<file path="config.mk">
export PLATFORM = sky130hd
export DESIGN_NAME = vfc_ctrl
export DESIGN_NICKNAME = d
export VERILOG_FILES = /design/src/rtl/core/vfc_pkg.sv /design/src/rtl/core/vfc_ctrl.sv
export SDC_FILE = /design/constraint.sdc
export NUM_CORES = 1
export LEC_CHECK = 0
export ABC_AREA = 1
export BUFFER_PORTS_ARGS = -buffer_cell sky130_fd_sc_hd__buf_2
export CAP_MARGIN = 20
export CORE_MARGIN = 2
export CORE_UTILIZATION = 45
export DETAILED_ROUTE_END_ITERATION = 16
export HOLD_SLACK_MARGIN = 0.08
export PLACE_DENSITY = 0.78
export SYNTH_ARGS = -nofsm -noshare
export SYNTH_HDL_FRONTEND = slang
export SYNTH_SLANG_ARGS = --single-unit
</file>
<file path="constraint.sdc">
create_clock -name clock -period 12.65 [get_ports clock]
set_input_delay 1.8975 -clock clock [delete_from_list [all_inputs] [get_ports clock]]
set_output_delay 1.8975 -clock clock [all_outputs]
set_load 0.1 [all_outputs]
</file>
<file path="src/rtl/core/vfc_pkg.sv">
// Shared types, constants and address helpers for the voxel face culler.
package vfc_pkg;

   localparam int CHUNK_SIDE = 16;
   localparam int BLOCK_BITS = 8;
   localparam int CHUNK_BITS = $clog2(CHUNK_SIDE);

   localparam int COORD_W    = 4;
   localparam int DIR_W      = 3;
   localparam int SIDE_W     = 2;
   localparam int ID_W       = 8;
   localparam int INDEX_W    = 17;
   localparam int PRESENT_W  = 4;

   localparam int VOX_AW     = 3 * CHUNK_BITS;
   localparam int NB_AW      = SIDE_W + 2 * CHUNK_BITS;

   localparam logic [INDEX_W-1:0] VERTS_PER_FACE = INDEX_W'(4);

   typedef enum logic [1:0] {
      CMD_CLEAR     = 2'd0,
      CMD_WRITE_VOX = 2'd1,
      CMD_WRITE_NB  = 2'd2,
      CMD_MESH      = 2'd3
   } cmd_type;

   typedef enum logic [DIR_W-1:0] {
      DIR_POS_X = 3'd0,
      DIR_NEG_X = 3'd1,
      DIR_POS_Y = 3'd2,
      DIR_NEG_Y = 3'd3,
      DIR_POS_Z = 3'd4,
      DIR_NEG_Z = 3'd5
   } dir_type;

   typedef enum logic [SIDE_W-1:0] {
      SIDE_WEST  = 2'd0,
      SIDE_EAST  = 2'd1,
      SIDE_NORTH = 2'd2,
      SIDE_SOUTH = 2'd3
   } side_type;

   typedef enum logic [1:0] {
      ST_IDLE,
      ST_OWN,
      ST_SCAN,
      ST_FLUSH
   } state_type;

   typedef struct packed {
      logic [COORD_W-1:0] x;
      logic [COORD_W-1:0] y;
      logic [COORD_W-1:0] z;
      logic [DIR_W-1:0]   dir;
      logic [ID_W-1:0]    block;
      logic [INDEX_W-1:0] base;
      logic               last;
   } face_type;

   function automatic logic coord_ok(input logic [COORD_W-1:0] c);
      return int'(c) < CHUNK_SIDE;
   endfunction

   function automatic logic coord_below_top(input logic [COORD_W-1:0] c);
      return int'(c) < CHUNK_SIDE - 1;
   endfunction

   function automatic logic [VOX_AW-1:0] vox_addr_f(input logic [COORD_W-1:0] x,
                                                    input logic [COORD_W-1:0] y,
                                                    input logic [COORD_W-1:0] z);
      return {CHUNK_BITS'(x), CHUNK_BITS'(z), CHUNK_BITS'(y)};
   endfunction

   function automatic logic [NB_AW-1:0] nb_addr_f(input logic [SIDE_W-1:0]  side,
                                                  input logic [COORD_W-1:0] a,
                                                  input logic [COORD_W-1:0] y);
      return {side, CHUNK_BITS'(a), CHUNK_BITS'(y)};
   endfunction

endpackage

</file>
<file path="src/rtl/core/vfc_ctrl.sv">
// Command sequencer: memory writes, neighbour scan and face generation.
module vfc_ctrl
   import vfc_pkg::*;
(
   input  logic                  clock,
   input  logic                  reset,
   input  logic                  start,
   output logic                  busy,
   input  logic [1:0]            req_cmd,
   input  logic [COORD_W-1:0]    req_pos_x,
   input  logic [COORD_W-1:0]    req_pos_y,
   input  logic [COORD_W-1:0]    req_pos_z,
   input  logic [ID_W-1:0]       req_block_id,
   input  logic [SIDE_W-1:0]     req_side,
   input  logic [PRESENT_W-1:0]  present,
   output logic                  vox_we,
   output logic [VOX_AW-1:0]     vox_addr,
   output logic [BLOCK_BITS-1:0] vox_wdata,
   input  logic [BLOCK_BITS-1:0] vox_rdata,
   output logic                  nb_we,
   output logic [NB_AW-1:0]      nb_addr,
   output logic                  nb_wdata,
   input  logic                  nb_rdata,
   output logic                  face_valid,
   output face_type              face
);

   state_type               state_ff, state_in;
   logic [COORD_W-1:0]      x_ff, y_ff, z_ff, x_in, y_in, z_in;
   logic [BLOCK_BITS-1:0]   own_ff, own_in;
   logic [DIR_W-1:0]        chk_ff, chk_in;
   logic [INDEX_W-1:0]      count_ff, count_in;
   logic                    pend_valid_ff, pend_valid_in;
   face_type                pend_ff, pend_in;

   logic                    accept;
   logic                    req_ok;
   logic [DIR_W-1:0]        issue_dir;
   logic [COORD_W-1:0]      nx, ny, nz, plane_a;
   side_type                plane_side;
   logic [COORD_W-1:0]      req_a;
   logic                    interior, boundary_hit, exposed;
   face_type                new_face;

   assign accept = start && (state_ff == ST_IDLE);
   assign busy   = (state_ff != ST_IDLE);
   assign req_ok = coord_ok(req_pos_x) && coord_ok(req_pos_y) && coord_ok(req_pos_z);
   assign req_a  = (req_side == SIDE_WEST || req_side == SIDE_EAST) ? req_pos_z : req_pos_x;

   // neighbour address for the direction being issued
   assign issue_dir = (state_ff == ST_OWN) ? DIR_POS_X : DIR_W'(chk_ff + 3'd1);

   always_comb begin
      nx         = x_ff;
      ny         = y_ff;
      nz         = z_ff;
      plane_side = SIDE_WEST;
      plane_a    = z_ff;
      case (issue_dir)
         DIR_POS_X: begin
            nx         = COORD_W'(x_ff + 4'd1);
            plane_side = SIDE_WEST;
            plane_a    = z_ff;
         end
         DIR_NEG_X: begin
            nx         = COORD_W'(x_ff - 4'd1);
            plane_side = SIDE_EAST;
            plane_a    = z_ff;
         end
         DIR_POS_Y: ny = COORD_W'(y_ff + 4'd1);
         DIR_NEG_Y: ny = COORD_W'(y_ff - 4'd1);
         DIR_POS_Z: begin
            nz         = COORD_W'(z_ff + 4'd1);
            plane_side = SIDE_NORTH;
            plane_a    = x_ff;
         end
         DIR_NEG_Z: begin
            nz         = COORD_W'(z_ff - 4'd1);
            plane_side = SIDE_SOUTH;
            plane_a    = x_ff;
         end
         default: begin
            nx = x_ff;
         end
      endcase
   end

   // exposure of the direction whose reads return this cycle
   always_comb begin
      interior     = 1'b0;
      boundary_hit = 1'b1;
      case (chk_ff)
         DIR_POS_X: begin
            interior     = coord_below_top(x_ff);
            boundary_hit = present[0] && !nb_rdata;
         end
         DIR_NEG_X: begin
            interior     = (x_ff != '0);
            boundary_hit = present[1] && !nb_rdata;
         end
         DIR_POS_Y: interior = coord_below_top(y_ff);
         DIR_NEG_Y: interior = (y_ff != '0);
         DIR_POS_Z: begin
            interior     = coord_below_top(z_ff);
            boundary_hit = present[2] && !nb_rdata;
         end
         default: begin
            interior     = (z_ff != '0);
            boundary_hit = present[3] && !nb_rdata;
         end
      endcase
      exposed = interior ? (vox_rdata == '0) : boundary_hit;
   end

   always_comb begin
      new_face.x     = x_ff;
      new_face.y     = y_ff;
      new_face.z     = z_ff;
      new_face.dir   = chk_ff;
      new_face.block = ID_W'(own_ff);
      new_face.base  = count_ff;
      new_face.last  = 1'b0;
   end

   // next state
   always_comb begin
      state_in = state_ff;
      unique case (state_ff)
         ST_IDLE: begin
            if (accept && req_cmd == CMD_MESH && req_ok) begin
               state_in = ST_OWN;
            end
         end
         ST_OWN:   state_in = (vox_rdata == '0) ? ST_IDLE : ST_SCAN;
         ST_SCAN:  state_in = (chk_ff == DIR_NEG_Z) ? ST_FLUSH : ST_SCAN;
         ST_FLUSH: state_in = ST_IDLE;
         default:  state_in = ST_IDLE;
      endcase
   end

   // outputs
   always_comb begin
      vox_we     = 1'b0;
      nb_we      = 1'b0;
      vox_addr   = vox_addr_f(nx, ny, nz);
      nb_addr    = nb_addr_f(plane_side, plane_a, y_ff);
      vox_wdata  = BLOCK_BITS'(req_block_id);
      nb_wdata   = (req_block_id != '0);
      face_valid = 1'b0;
      face       = pend_ff;
      unique case (state_ff)
         ST_IDLE: begin
            vox_addr = vox_addr_f(req_pos_x, req_pos_y, req_pos_z);
            nb_addr  = nb_addr_f(req_side, req_a, req_pos_y);
            vox_we   = accept && req_cmd == CMD_WRITE_VOX && req_ok;
            nb_we    = accept && req_cmd == CMD_WRITE_NB && req_ok;
         end
         ST_OWN: begin
            face_valid = 1'b0;
         end
         ST_SCAN: begin
            face_valid = exposed && pend_valid_ff;
         end
         ST_FLUSH: begin
            face_valid = pend_valid_ff;
            face.last  = 1'b1;
         end
         default: begin
            face_valid = 1'b0;
         end
      endcase
   end

   // datapath registers
   always_comb begin
      x_in          = x_ff;
      y_in          = y_ff;
      z_in          = z_ff;
      own_in        = own_ff;
      chk_in        = chk_ff;
      count_in      = count_ff;
      pend_valid_in = pend_valid_ff;
      pend_in       = pend_ff;
      case (state_ff)
         ST_IDLE: begin
            if (accept) begin
               x_in          = req_pos_x;
               y_in          = req_pos_y;
               z_in          = req_pos_z;
               pend_valid_in = 1'b0;
               if (req_cmd == CMD_CLEAR) begin
                  count_in = '0;
               end
            end
         end
         ST_OWN: begin
            own_in = vox_rdata;
            chk_in = DIR_POS_X;
         end
         ST_SCAN: begin
            chk_in = DIR_W'(chk_ff + 3'd1);
            if (exposed) begin
               pend_in       = new_face;
               pend_valid_in = 1'b1;
               count_in      = INDEX_W'(count_ff + VERTS_PER_FACE);
            end
         end
         default: begin
            pend_valid_in = 1'b0;
         end
      endcase
   end

   always_ff @(posedge clock) begin
      if (reset) begin
         state_ff      <= ST_IDLE;
         count_ff      <= '0;
         pend_valid_ff <= 1'b0;
      end else begin
         state_ff      <= state_in;
         count_ff      <= count_in;
         pend_valid_ff <= pend_valid_in;
      end
   end

   always_ff @(posedge clock) begin
      x_ff    <= x_in;
      y_ff    <= y_in;
      z_ff    <= z_in;
      own_ff  <= own_in;
      chk_ff  <= chk_in;
      pend_ff <= pend_in;
   end

endmodule

</file>
==> reports/summary.md, run 1 <==
CTS built an H-tree with a depth of 3. Setup repair after global routing left no endpoint under its margin. In this run the most critical hold path is launched from own_ff[1].

The run gives 0 as the total count of hold-check failures in the final report. The cell count of the worst reg-to-reg path is 9, and the quantity of hold-fixing buffers added after cts is 0. The run gives 0 ns as the total negative setup slack. The number of antenna violations at the first check in global routing is 0, and the buffer and inverter count on the worst path is 1. STA classifies the critical path startpoint as a flop. The final layout contains 650 nets.

The flip-flop and latch count after synthesis was 79; the count of port buffers added during placement was 113. The remaining global-route overflow is 0. The start point of the critical path was chk_ff[0]. The number of gates resized after CTS was 0. For the worst setup path, the data required time is 10.75 ns. Sorting the synthesized cells by how often they occur yields 114 x sky130_fd_sc_hd__nand2_1, 64 x sky130_fd_sc_hd__inv_1, 61 x sky130_fd_sc_hd__edfxtp_1, 54 x sky130_fd_sc_hd__nor2_1, 31 x sky130_fd_sc_hd__o21ai_0.

The run finished with clean final reports. For this run, asynchronously set or reset flops after synthesis account for 0%. At the later pin of the worst-skew pair, clock insertion delay measures 0.36 ns. The first TritonRoute pass finished after 5 iterations. Summed over all instances, the cell type with the most area after synthesis is sky130_fd_sc_hd__edfxtp_1. The tightest min-delay check is of the reg -> reg type.

The cell family with the largest share of critical-path delay is adder cells. After synthesis, the largest area contributor takes up 43.4% of total cell area. Yosys instantiated no cell more often than sky130_fd_sc_hd__nand2_1.

The detailed router finished its first iteration with 341 violations. Clock net sink count: 79. Headroom to the max-slew limit: 35.3%. The largest net degree at the start of global routing came out at 39. For this run, the leading register cell type out of synthesis is sky130_fd_sc_hd__edfxtp_1. For the power after layout, the log shows 0.613 mW. The max-slew violation total from the final report came out at 0. The worst hold path depth is 0, and the highest fanout seen on the critical path is 8. The global-route total usage across every layer is 20.2%. For this design the ratio of total power to cell area is 123 nW/um^2.

The share of the clock period used by the worst path after layout was 42.7%. Clock-pin slew on the worst setup and hold paths: 0.07 ns. The worst setup path is captured at an output port. The number of max-cap violations came out at 0. The core region is 9150 sq um.

Counting the buffers created by CTS gives 9. The critical path goes through ha_1 -> ha_1 -> nand2_1 -> nor2_1 -> ha_1 -> nand2_1 -> nor2_1 -> a211oi_1 -> o21ai_0 -> a21oi_1 -> nand3_1 -> nand2_1 -> buf_2. After synthesis, the cell types taking the most area are sky130_fd_sc_hd__edfxtp_1 43%, sky130_fd_sc_hd__nand2_1 10%, sky130_fd_sc_hd__dfxtp_1 8.5%, sky130_fd_sc_hd__inv_1 5.7%, sky130_fd_sc_hd__nor2_1 4.8%. The synthesized area per cell is 8.63 sq um. The number of setup buffers added after CTS is 0. The path with the worst hold slack has its endpoint at face[19]. The number of global-route vias before repair is 3358.

The critical path is of the reg -> out type. The final weighted congestion of routability-driven global placement was 0.862; the number of flops mapped to enable cells by yosys was 61. Worst reg2reg path startpoint: state_ff[0]. The critical-path cell with the highest stage delay is sky130_fd_sc_hd__edfxtp_1.

On the final layout, the worst clock skew is 0.0161 ns. The HPWL after detailed placement is 7330 microns. Yosys mapped the design onto 36 distinct sky130hd cell types. In this run the remaining antenna-violating nets after routing total 0. The longest individual stage delay on the worst path is 0.51 ns, and the final critical-path required period is 5.40 ns.

TritonCTS built the clock tree. For this run, the top clock speed supported by timing is 0.185 GHz. From left edge to right edge, the die measures 101 microns. Using the TritonRoute via totals, the vias-per-cell ratio works out to 5.29. The initial core utilization was 46.1%. The floorplan step set the die height to 101 microns. From synthesis to final layout, the design area changed by 18.2%. The root buffer selected by CTS was sky130_fd_sc_hd__clkbuf_8.

IR analysis of the VDD net gives a maximum drop of 58.9 uV. The synthesized netlist occupies a cell area of 4220 sq um. For the worst setup path, the data arrival time is 3.50 ns. After detailed routing, the number of remaining DRC violations is 0. The post-synthesis cell count was 489. The total wire length is 10200 microns, and the fraction of layout cells with a size suffix above 1 is 23.5%.

Row generation in the floorplan step produced 35 rows. The leakage power figure was 2.24 nW. The tools report the number of antenna repair diodes as 0.

On the final layout, the worst hold slack is 0.420 ns. The logs give 0 for the yosys synthesis warning count and 51.9% for the share of the yosys chip area belonging to registers. 116 I/O pins were placed. The die covers 10200 sq um. The setup-violating endpoint count in the final report was 0. Per-cell routed wire length: 14.3 microns. At the pin with the least slew margin, the transition time is 0.970 ns.

In this run the deepest clock path goes through 2 buffers. The tools report the capture point of the worst reg-to-reg path as count_ff[10]. The first global-routing pass estimated 16100 microns of wire. In this run the register-to-register setup slack is 9.84 ns. The detailed router placed 3760 vias in this run.
[power by group]
group	internal (mW)	leakage, nW	switching (mW)
Combinational	0.0294	1.44	0.125
Sequential	0.287	0.716	0.00841
Clock	0.0764	0.0844	0.0873
Total	0.392	2.24	0.220
[layout make-up]
class | instances | area, sq um
clock buffer | 14 | 153
clock inverter | 2 | 10.0
fill | 837 | 4160
inverter | 68 | 255
multi-input combinational | 322 | 1660
sequential | 79 | 2190
tap | 111 | 139
timing repair buffer | 115 | 581
[worst max path at each step]
stage / end / slack, ns / cells past startpoint
final: vox_addr[3] / 7.25 / 13
after global routing: vox_addr[3] / 6.94 / 13
after CTS: vox_addr[3] / 7.26 / 13
after detailed placement: face_valid / 7.47 / 8
after global placement: face_valid / 7.50 / 8
after floorplan: vox_addr[6] / 5.48 / 11
[layer usage]
| metal | GRT usage (%) | wire length, microns | vias up |
|---|---|---|---|
| met2 | 32.3 | 4610 | 176 |
| met4 | 7.90 | 187 | 0 |
| met1 | 27.2 | 4640 | 1735 |
| met5 | 0 | 0 | - |
| met3 | 4.02 | 753 | 19 |
| li1 | - | - | 1830 |
[metrics by stage]
step,instances,cell area (sq um),setup slack [ns],utilization [%]
after floorplan,490,4220,5.48,-
after global placement,694,4820,7.50,52.6
after detailed placement,694,4820,7.47,52.6
after CTS,710,4980,7.26,54.4
after global routing,711,4990,6.94,54.5
final,711,4990,7.25,54.5
[placed cells by master (no fill, tap or decap), types with 3 or more instances in the layout]
cell,instances
sky130_fd_sc_hd__nand2_1,114
sky130_fd_sc_hd__buf_2,113
sky130_fd_sc_hd__inv_1,64
sky130_fd_sc_hd__edfxtp_1,61
sky130_fd_sc_hd__nor2_1,54
sky130_fd_sc_hd__o21ai_0,31
sky130_fd_sc_hd__nand3_1,29
sky130_fd_sc_hd__nand4_1,18
sky130_fd_sc_hd__dfxtp_1,18
sky130_fd_sc_hd__a21oi_1,17
sky130_fd_sc_hd__ha_1,14
sky130_fd_sc_hd__clkbuf_8,10
sky130_fd_sc_hd__nor3_1,9
sky130_fd_sc_hd__nand2_2,5
sky130_fd_sc_hd__xor2_1,4
sky130_fd_sc_hd__clkbuf_1,4
sky130_fd_sc_hd__o21bai_1,3
sky130_fd_sc_hd__o211ai_1,3
sky130_fd_sc_hd__xnor2_1,3
[cells by family (layout without fill, tap and decap cells)]
family,count (synthesis),after routing,synth area share (%)
other cells,1,2,0.0889
buf+inv,89,199,9.10
simple gates,237,237,24.9
compound gates,61,61,7.92
flops,79,79,51.9
xor+xnor,7,7,1.45
fa+ha+maj,15,15,4.63
[registers in the layout, indices dropped and copies added, names as in the netlist]
register / count
x_ff: 4
z_ff: 4
own_ff: 8
face: 38
y_ff: 4
count_ff: 15
state_ff: 2
chk_ff: 3
pend_valid_ff: 1
No activity file was read; power rests on OpenSTA's default activity.
==> run 2, diff against run 1 <==
Settings changed: ABC_AREA 1 to 0, PLACE_DENSITY 0.78 to 0.82.
Clock period 12.65 ns to 4.8 ns, I/O delays scaled along.
==> run 2 against run 1 <==
Effect of this change:
- non-clock buffer count is the same
- clock-buffer cell count decreased by 4
- die area shrank 4.9%
- cell count is 18% lower
- largest cell class unchanged
==> reports/summary.md, run 2 <==
The run finished with clean final reports. The run gives 1.96 mW (was 0.613 mW) as the power after layout. For the worst setup skew after layout, the log shows 0.0102 ns (was 0.0161 ns). The cell type with the largest total area after synthesis is sky130_fd_sc_hd__edfxtp_1 (unchanged). Clock-pin slew on the worst setup and hold paths: 0.08 ns (was 0.07 ns). The worst path arrival time was 3.75 ns (was 3.50 ns).

The path class of the lowest-slack min-delay path is reg -> reg (unchanged). The top flip-flop cell by instance count after synthesis is sky130_fd_sc_hd__edfxtp_1 (unchanged). Area of the die: 9670 sq um (was 10200 sq um). The post-synthesis cell count came out at 369 (was 489).

The largest net degree at the start of global routing was 40 (was 39). The number of flops mapped to enable cells by yosys was 61 (unchanged). The placement row count came out at 34 (was 35). Most common cell after layout, fill and taps aside: sky130_fd_sc_hd__buf_2 (was sky130_fd_sc_hd__nand2_1). The run gives 54.8% (was 51.9%) as the share of the yosys chip area belonging to registers. The total wire length is 9360 microns (was 10200 microns), and the number of nets still failing antenna checks after routing is 0 (unchanged). Derived from the worst setup path, the maximum achievable clock frequency is 0.224 GHz.

The count of port buffers added during placement is 113 (unchanged). For the total count of hold-check failures in the final report, the log shows 0 (unchanged). Setup repair after global routing left no endpoint under its margin.

The leakage power figure was 1.86 nW (was 2.24 nW); the flip-flop and latch count after synthesis was 79 (unchanged). Root buffer selected by CTS: sky130_fd_sc_hd__clkbuf_8 (unchanged). The tools report the number of buffers inserted by post-CTS setup repair as 0 (unchanged).

The tools report the netlist area before placement as 4000 sq um (was 4220 sq um). The synthesized area per cell is 10.9 sq um (was 8.63 sq um), and the share of flip-flops with an asynchronous set or reset is 0% (unchanged). Core outline area: 8680 sq um (was 9150 sq um). The global-route total usage across every layer is 19.2% (was 20.2%). The headroom to the max-slew limit was 29.4% (was 35.3%); the number of max-cap violations was 0 (unchanged).

The capturing element type of the critical path is an output port (unchanged). The run gives 55.4% (was 54.5%) as the utilization of the core after routing. The wire length of the first global-routing pass came out at 14800 microns (was 16100 microns).

The clock net sink count came out at 79 (unchanged). The number of antenna violations at the first check in global routing came out at 0 (unchanged). For the setup-violating endpoint count in the final report, the log shows 0 (unchanged).

The tools report the initial core utilization as 46.1% (about the same). For the number of buffers inserted during clock tree synthesis, the log shows 9 (unchanged). The max-slew violation total from the final report was 0 (unchanged). Clock insertion delay at the later pin of the skew report: 0.35 ns (was 0.36 ns). The height of the die came out at 98.3 microns (was 101 microns). Nature of the critical path startpoint: a flop (unchanged). For the number of global-route vias before repair, the log shows 3092 (was 3358). The setup slack of the worst register-to-register path came out at 1.49 ns (was 9.84 ns). Most numerous cell types in the synthesized netlist: 61 x sky130_fd_sc_hd__edfxtp_1, 33 x sky130_fd_sc_hd__nand2_1, 21 x sky130_fd_sc_hd__a21oi_1, 20 x sky130_fd_sc_hd__o21ai_0, 19 x sky130_fd_sc_hd__nor2_1 (was 114 x sky130_fd_sc_hd__nand2_1, 64 x sky130_fd_sc_hd__inv_1, 61 x sky130_fd_sc_hd__edfxtp_1, 54 x sky130_fd_sc_hd__nor2_1, 31 x sky130_fd_sc_hd__o21ai_0). The total negative setup slack was 0 ns (unchanged); the fraction of synthesized cell area taken by the top area cell type was 45.8% (was 43.4%). Most used cells in the layout excluding fill and tap cells: 113 x sky130_fd_sc_hd__buf_2, 61 x sky130_fd_sc_hd__edfxtp_1, 33 x sky130_fd_sc_hd__nand2_1 (was 114 x sky130_fd_sc_hd__nand2_1, 113 x sky130_fd_sc_hd__buf_2, 64 x sky130_fd_sc_hd__inv_1).

The post-DP HPWL is 6750 microns (was 7330 microns). The fraction of layout cells with a size suffix above 1 works out to 30.0% (was 23.5%). The via count of the routed design came out at 3289 (was 3760). Transition time at the pin with the least slew margin: 1.06 ns (was 0.970 ns). The required time reported for the critical path endpoint is 4.08 ns (was 10.75 ns), and the count of nets after finishing is 524 (was 650). The post-CTS resize count is 0 (unchanged), and the count of boundary I/O pins is 116 (unchanged).

TritonCTS built the clock tree. The per-cell routed wire length is 16.1 microns (was 14.3 microns). Category of the most critical setup path: reg -> out (unchanged). The most frequent cell after synthesis was sky130_fd_sc_hd__edfxtp_1 (was sky130_fd_sc_hd__nand2_1). The number of search-and-repair iterations in the first detailed-routing pass was 5 (unchanged).

The number of buffers on the longest clock path came out at 2 (unchanged). The average vias per placed instance was 5.65 (was 5.29). The maximum VDD drop was 316 uV (was 58.9 uV); the power density relative to cell area was 406 nW/um^2 (was 123 nW/um^2). The tools report the starting DRC count in detailed routing as 218 (was 341). The width of the chip was 98.3 microns (was 101 microns); the share of the clock period used by the worst path after layout was 93.0%. The final weighted congestion of routability-driven global placement is 0.891 (was 0.862).

The yosys synthesis warning count is 0 (unchanged). The signed area change from the synthesized netlist to the final layout was 20.2% (was 18.2%). The tools report the count of unresolved DRC violations after routing as 0 (unchanged). The run gives 0 (unchanged) as the number of antenna repair diodes.

The highest fanout seen on the critical path is 11 (was 8), and the total number of H-tree levels is 3 (unchanged). The number of flip-flops under the largest register name works out to 38 (unchanged). The tools report the remaining global-route overflow as 0 (unchanged). Final critical-path required period: 4.47 ns. Dominant cells by area after synthesis: sky130_fd_sc_hd__edfxtp_1 46%, sky130_fd_sc_hd__dfxtp_1 9.0%, sky130_fd_sc_hd__ha_1 4.4%, sky130_fd_sc_hd__nand2_1 3.1%, sky130_fd_sc_hd__a21oi_1 2.6% (was sky130_fd_sc_hd__edfxtp_1 43%, sky130_fd_sc_hd__nand2_1 10%, sky130_fd_sc_hd__dfxtp_1 8.5%, sky130_fd_sc_hd__inv_1 5.7%, sky130_fd_sc_hd__nor2_1 4.8%).

The run gives 0 (unchanged) as the quantity of hold-fixing buffers added after cts. The count of cell types in the netlist came out at 52 (was 36).
[run 2: power breakdown]
part | switching, mW | internal, mW | leakage, nW
registers | 0.0273 | 0.765 | 0.699
clock network | 0.241 | 0.291 | 0.102
logic | 0.505 | 0.126 | 1.06
total | 0.773 | 1.18 | 1.86
[run 2: critical path: stages (launching register included)]
cell	delay, ns
sky130_fd_sc_hd__edfxtp_1	0.56
sky130_fd_sc_hd__ha_1	0.29
sky130_fd_sc_hd__ha_1	0.39
sky130_fd_sc_hd__nand3b_1	0.26
sky130_fd_sc_hd__nand2b_1	0.27
sky130_fd_sc_hd__inv_1	0.13
sky130_fd_sc_hd__ha_1	0.24
sky130_fd_sc_hd__a21o_1	0.18
sky130_fd_sc_hd__a21oi_1	0.17
sky130_fd_sc_hd__xnor2_1	0.14
sky130_fd_sc_hd__nor2_1	0.07
sky130_fd_sc_hd__xnor2_1	0.14
sky130_fd_sc_hd__o21ai_1	0.11
sky130_fd_sc_hd__buf_2	0.44
[run 2: cells by family (layout without fill, tap and decap cells)]
| kind of cell | after synthesis | count (layout) | synth area share, % |
|---|---|---|---|
| xor gates and xnor gates | 12 | 12 | 2.62 |
| DFF | 79 | 79 | 54.8 |
| adders and majority gates | 15 | 15 | 4.88 |
| other | 1 | 2 | 0.0937 |
| buffers and inverters | 45 | 149 | 5.31 |
| muxes | 14 | 14 | 3.69 |
| AOI/OAI and AO/OA | 77 | 77 | 12.4 |
| and+or+nand+nor | 126 | 126 | 16.3 |
[run 2: final timing paths]
check                   start          end  cells past startpoint
setup / recovery    chk_ff[0]  vox_addr[3]                     13
hold / removal      own_ff[4]     face[22]                      0
setup reg to reg  state_ff[0]  count_ff[8]                      9
hold reg to reg     own_ff[4]     face[22]                      0
[run 2: metal layers]
| layer | track usage (%) | up-vias | share of wire [%] |
|---|---|---|---|
| met5 | 0 | - | 0 |
| met4 | 8.11 | 0 | 2.1 |
| met2 | 32.1 | 165 | 49 |
| met3 | 4.22 | 17 | 7.0 |
| met1 | 24.2 | 1537 | 42 |
| li1 | - | 1570 | - |
[run 2: layout make-up]
| cell class | count | area (sq um) |
|---|---|---|
| multi-input cells | 246 | 1610 |
| clock inverters | 6 | 85.1 |
| fillers | 749 | 3870 |
| repair buffers | 115 | 593 |
| clock buffers | 10 | 128 |
| flip-flops and latches | 79 | 2190 |
| well taps | 108 | 135 |
| inverters | 18 | 67.6 |
[run 2: through the flow]
step           area, sq um  std cells  worst slack, ns  hold WS [ns]
2_1_floorplan         4010        370           0.0690         0.400
3_3_place_gp          4580        565            0.772         0.402
3_5_place_dp          4580        565            0.589         0.406
4_1_cts               4790        581            0.149         0.424
5_1_grt               4810        582            0.106         0.432
6_report              4810        582            0.334         0.422
